## config.mk

```make
export PLATFORM = sky130hd
export DESIGN_NAME = pfsh_ctrl
export DESIGN_NICKNAME = d
export VERILOG_FILES = /design/src/sv/pfsh_pkg.sv /design/src/sv/pfsh_ctrl.sv
export SDC_FILE = /design/constraint.sdc
export NUM_CORES = 1
export LEC_CHECK = 0
export ABC_CLOCK_PERIOD_IN_PS = 1000
export BUFFER_PORTS_ARGS = -buffer_cell sky130_fd_sc_hd__buf_2
export CAP_MARGIN = 20
export CORE_AREA = 5 5 42 44
export DETAILED_ROUTE_END_ITERATION = 8
export DIE_AREA = 0 0 47 49
export HOLD_SLACK_MARGIN = 0.05
export PLACE_DENSITY_LB_ADDON = 0.15
export SYNTH_ARGS = -nofsm -noshare
export SYNTH_HDL_FRONTEND = slang
export SYNTH_SLANG_ARGS = --single-unit
```

## constraint.sdc

```tcl
create_clock -name clk_i -period 1 [get_ports clk_i]
set_input_delay 0.05 -clock clk_i [delete_from_list [all_inputs] [get_ports clk_i]]
set_output_delay 0.05 -clock clk_i [all_outputs]
set_load 0.05 [all_outputs]
```

## src/sv/pfsh_pkg.sv

```systemverilog
// Package: shared types and constants of the packet field-sum histogram.
package pfsh_pkg;

  localparam int FieldOffsetW = 16;
  localparam int KeyBitsW     = 7;
  localparam int ByteW        = 8;
  localparam int BinIdxW      = 12;
  localparam int SumW         = 16;
  localparam int CountW       = 64;
  localparam int CfgIdxW      = 1;
  localparam int CfgDataW     = 16;
  localparam int MaxKeyBits   = 64;
  localparam int InDataW      = 24;

  localparam logic [ByteW-1:0]   ByteMask = 8'hFF;
  localparam logic [SumW-1:0]    PosSat   = 16'hFFFF;

  localparam logic [CfgIdxW-1:0] CfgFieldOffset = 1'b0;
  localparam logic [CfgIdxW-1:0] CfgKeyBits     = 1'b1;

  typedef enum logic [1:0] {
    FUNC_PKT   = 2'd0,
    FUNC_READ  = 2'd1,
    FUNC_CLEAR = 2'd2,
    FUNC_NOP   = 2'd3
  } func_e;

  typedef enum logic [1:0] {
    RES_ZERO,
    RES_READ,
    RES_COUNT
  } res_sel_e;

  typedef struct packed {
    logic     load;
    logic     pkt_step;
    logic     rd_idx;
    logic     rd_key;
    logic     incr;
    logic     clr_we;
    logic     res_load;
    res_sel_e res_sel;
    logic     out_push;
  } cmd_t;

  typedef struct packed {
    func_e func;
    logic  hit;
    logic  clr_last;
    logic  out_free;
  } sts_t;

endpackage

```

## src/sv/pfsh_ctrl.sv

```systemverilog
// Controller: sequences packet steps, bin reads, increments and clear sweeps.
module pfsh_ctrl (
  input  logic          clk_i,
  input  logic          rst_ni,
  input  logic          in_valid_i,
  output logic          in_ready_o,
  input  pfsh_pkg::sts_t sts_i,
  output pfsh_pkg::cmd_t cmd_o
);
  import pfsh_pkg::*;

  typedef enum logic [2:0] {
    ST_INIT,
    ST_IDLE,
    ST_EXEC,
    ST_CHK,
    ST_RDW,
    ST_INCR,
    ST_CLEAR,
    ST_OUT
  } state_e;

  state_e state_q, state_d;

  assign in_ready_o = (state_q == ST_IDLE);

  always_comb begin
    state_d = state_q;
    cmd_o   = '0;
    cmd_o.res_sel = RES_ZERO;
    case (state_q)
      ST_INIT: begin
        cmd_o.clr_we = 1'b1;
        if (sts_i.clr_last) state_d = ST_IDLE;
      end
      ST_IDLE: begin
        if (in_valid_i) begin
          cmd_o.load = 1'b1;
          state_d    = ST_EXEC;
        end
      end
      ST_EXEC: begin
        case (sts_i.func)
          FUNC_PKT: begin
            cmd_o.pkt_step = 1'b1;
            state_d        = ST_CHK;
          end
          FUNC_READ: begin
            cmd_o.rd_idx = 1'b1;
            state_d      = ST_RDW;
          end
          FUNC_CLEAR: state_d = ST_CLEAR;
          default: begin
            cmd_o.res_load = 1'b1;
            state_d        = ST_OUT;
          end
        endcase
      end
      ST_CHK: begin
        if (sts_i.hit) begin
          cmd_o.rd_key = 1'b1;
          state_d      = ST_INCR;
        end else begin
          cmd_o.res_load = 1'b1;
          state_d        = ST_OUT;
        end
      end
      ST_RDW: begin
        cmd_o.res_load = 1'b1;
        cmd_o.res_sel  = RES_READ;
        state_d        = ST_OUT;
      end
      ST_INCR: begin
        cmd_o.incr     = 1'b1;
        cmd_o.res_load = 1'b1;
        cmd_o.res_sel  = RES_COUNT;
        state_d        = ST_OUT;
      end
      ST_CLEAR: begin
        cmd_o.clr_we = 1'b1;
        if (sts_i.clr_last) begin
          cmd_o.res_load = 1'b1;
          state_d        = ST_OUT;
        end
      end
      ST_OUT: begin
        if (sts_i.out_free) begin
          cmd_o.out_push = 1'b1;
          state_d        = ST_IDLE;
        end
      end
      default: state_d = ST_INIT;
    endcase
  end

  always_ff @(posedge clk_i or negedge rst_ni) begin
    if (!rst_ni) begin
      state_q <= ST_INIT;
    end else begin
      state_q <= state_d;
    end
  end

endmodule

```

==> impl_metrics.tcl <==
set metrics [dict create \
    cp_top_family "flip-flops" \
    peakVddDrop_v 0.00146 \
    ff_latch_area_sq_um 77.6 \
    setup_slack_ns -0.297 \
    antenna_found_initial 0 \
    max_freq_mhz 771 \
    wl_per_cell_um 10.9 \
    vias 445 \
    nFillCells 130 \
    drc_errors 0 \
    first_global_vias 459 \
    synthTopCellsByArea "dfrtp_1 18%, ha_1 15%, buf_6 7.9%, nand2b_1 7.4%, nor3b_2 5.9%" \
    status "finished, violations left" \
    worstMarginPinSlew_ns 0.218 \
    r2r_cells 5 \
    cp_num_cells 4 \
    first_pass_iters 2 \
    violations "negative setup slack" \
    clk_pin_slew_ns 0.04 \
    worst_setup_path_start_kind "register" \
    cp_num_buf_inv 2 \
    post-route-cell-area_sq_um 821 \
    synth_area_leader_cell "dfrtp_1" \
    largest-register "state_q" \
    slew-limit-headroom_pct 85.4 \
    fin_skew_ns 0.000906 \
    grt_start_max_net_pins 7 \
    worstReg2RegStart "state_q[0]" \
    dieHeight_um 49 \
    final_cell_mix "12 x buf_6, 11 x buf_4, 7 x buf_2" \
    power.density_nw_per_um2 2980 \
    cp_slowest_cell "dfrtp_2" \
    cp_common_cell "buf_6" \
    leakage_uw 0.000412 \
    multi_input_area_sq_um 378 \
    core_area_sq_um 1400 \
    grt_remaining_overflow 0 \
    routed_wirelength_um 1090 \
    grt_first_pass_wirelength_um 1840 \
    synth_nets 63 \
    cts_tree "built" \
    grt_usage_pct 10.9 \
    fin_crit_ns 1.30 \
    final_common_cell "buf_6" \
    arrival_ns 1.25 \
    dieWidth_um 47 \
    die-area_sq_um 2300 \
    largest_reg_flops 3 \
    ys_ff_latch 3 \
    rows 14 \
    place_ws_ns -0.187 \
    worst_hold_path_type "input port to async pin" \
    start_util_pct 30.4 \
    synth.top_cell.area_share_pct 17.6 \
    synth_cells 50 \
    r2r_setup_slack_ns -0.13 \
    largestRegisters "state_q x3" \
    critical-path-max-stage-delay_ns 0.44 \
    syn_area_sq_um 425 \
    cts_root_buf "clkbuf_4" \
    crit_path_end "cmd_o[3]" \
    cts_sinks 3 \
    drt_iter0_drc 3 \
    maxCapViolations 0 \
    critPathMaxFanout 6 \
    required_ns 0.95 \
    rsz0062_at_grt "true" \
    slew_viol_final 0 \
    drive_gt1_share_pct 66.7 \
    seq_area_frac_synth_pct 17.6 \
    routed_via_density 4.45 \
    syn2layout_area_growth_pct 92.9 \
    place.gp.congestion 0.682 \
    period_share_pct 130 \
    clockBufferDepth 2 \
    numCtsBuffers 3 \
    nNetsFinal 98 \
    final_antenna_net_count 0 \
    avgSynthCellArea_sq_um 8.51 \
    end_kind "output port" \
    clock_latency_ns 0.23 \
    rr_endpoint "state_q[0]" \
    crit_path_cell_trace "buf_6 -> mux2i_1 -> o2bb2ai_2 -> buf_6" \
    synthDistinctLibCells 24 \
    hpwl_um 800 \
    dpl_cell_area_sq_um 661 \
    critPathLaunch "state_q[0]" \
    boundaryPins 19 \
    tns_ns -3.03 \
    yosysWarnings 0 \
    setup_viol 14 \
    diodes 0 \
    htreeDepth 1 \
    hold_slack_ns 0.148 \
    numPortBuffers 18 \
    critPathKind "register to output port" \
    hold_violations 0 \
]
==> where the power goes <==
group          internal [uW]  switching, uW
registers                180           85.6
clock network            149           59.5
logic                    901           1070
total                   1230           1220
==> synthesized netlist by cell type (all sizes together) <==
master / n
o211ai: 1
mux2i: 1
inv: 3
a22oi: 1
o21ai: 1
nor2: 5
nor3: 2
nor3b: 3
ha: 5
and3b: 2
buf: 4
or2: 1
a21oi: 3
or2b: 1
dfrtp: 3
nand4: 1
o2bb2ai: 1
and2: 1
nand2b: 6
nand2: 5
==> how the worst min path moves through the flow <==
stage | endpoint | slack, ns | depth (start not counted)
2_1_floorplan | state_q[0] | -0.25 | 0
3_3_place_gp | state_q[1] | -0.15 | 1
3_5_place_dp | state_q[2] | -0.15 | 1
4_1_cts | state_q[1] | 0.13 | 2
5_1_grt | state_q[1] | 0.15 | 2
6_report | state_q[1] | 0.15 | 2
==> repair_timing <==
item	CTS	global route
endpoints found under the setup margin	14	14
resized for setup	34	3
endpoints found under the hold margin	3	0
setup buffers	1	0
hold buffers	1	0
pin swaps	2	0
==> final cells by class <==
cell class / count / area share, %
tap: 16 / 2.44
multi-input combinational: 40 / 46.0
clock buffer: 4 / 3.20
inverter: 3 / 1.37
sequential: 3 / 9.45
timing repair buffer: 34 / 37.5
==> layer usage <==
metal	routed length (um)	share of wire, %	global-route usage, %
met5	0	0	0
met4	0	0	6.91
met3	52	4.8	1.11
met2	561	51	17.9
met1	476	44	12.8
==> kinds of logic (layout without fill, tap and decap cells) <==
family	count (synthesis)	in the layout	share of synthesized area, %
simple gates	27	27	40.3
buf+inv	7	41	12.4
compound gates	7	7	12.6
fa+ha+maj	5	5	14.7
flops	3	3	17.6
mux	1	1	2.35
==> per-stage QoR <==
| step | utilization (%) | cells | total power (uW) |
|---|---|---|---|
| finish | 58.6 | 100 | 2450 |
| global route | 58.6 | 100 | 2600 |
| CTS | 57.7 | 100 | 2440 |
| detailed placement | 47.1 | 94 | 1860 |
| global placement | 47.1 | 94 | 1860 |
| floorplan | - | 50 | 1480 |
No activity file was read; power rests on OpenSTA's default activity.
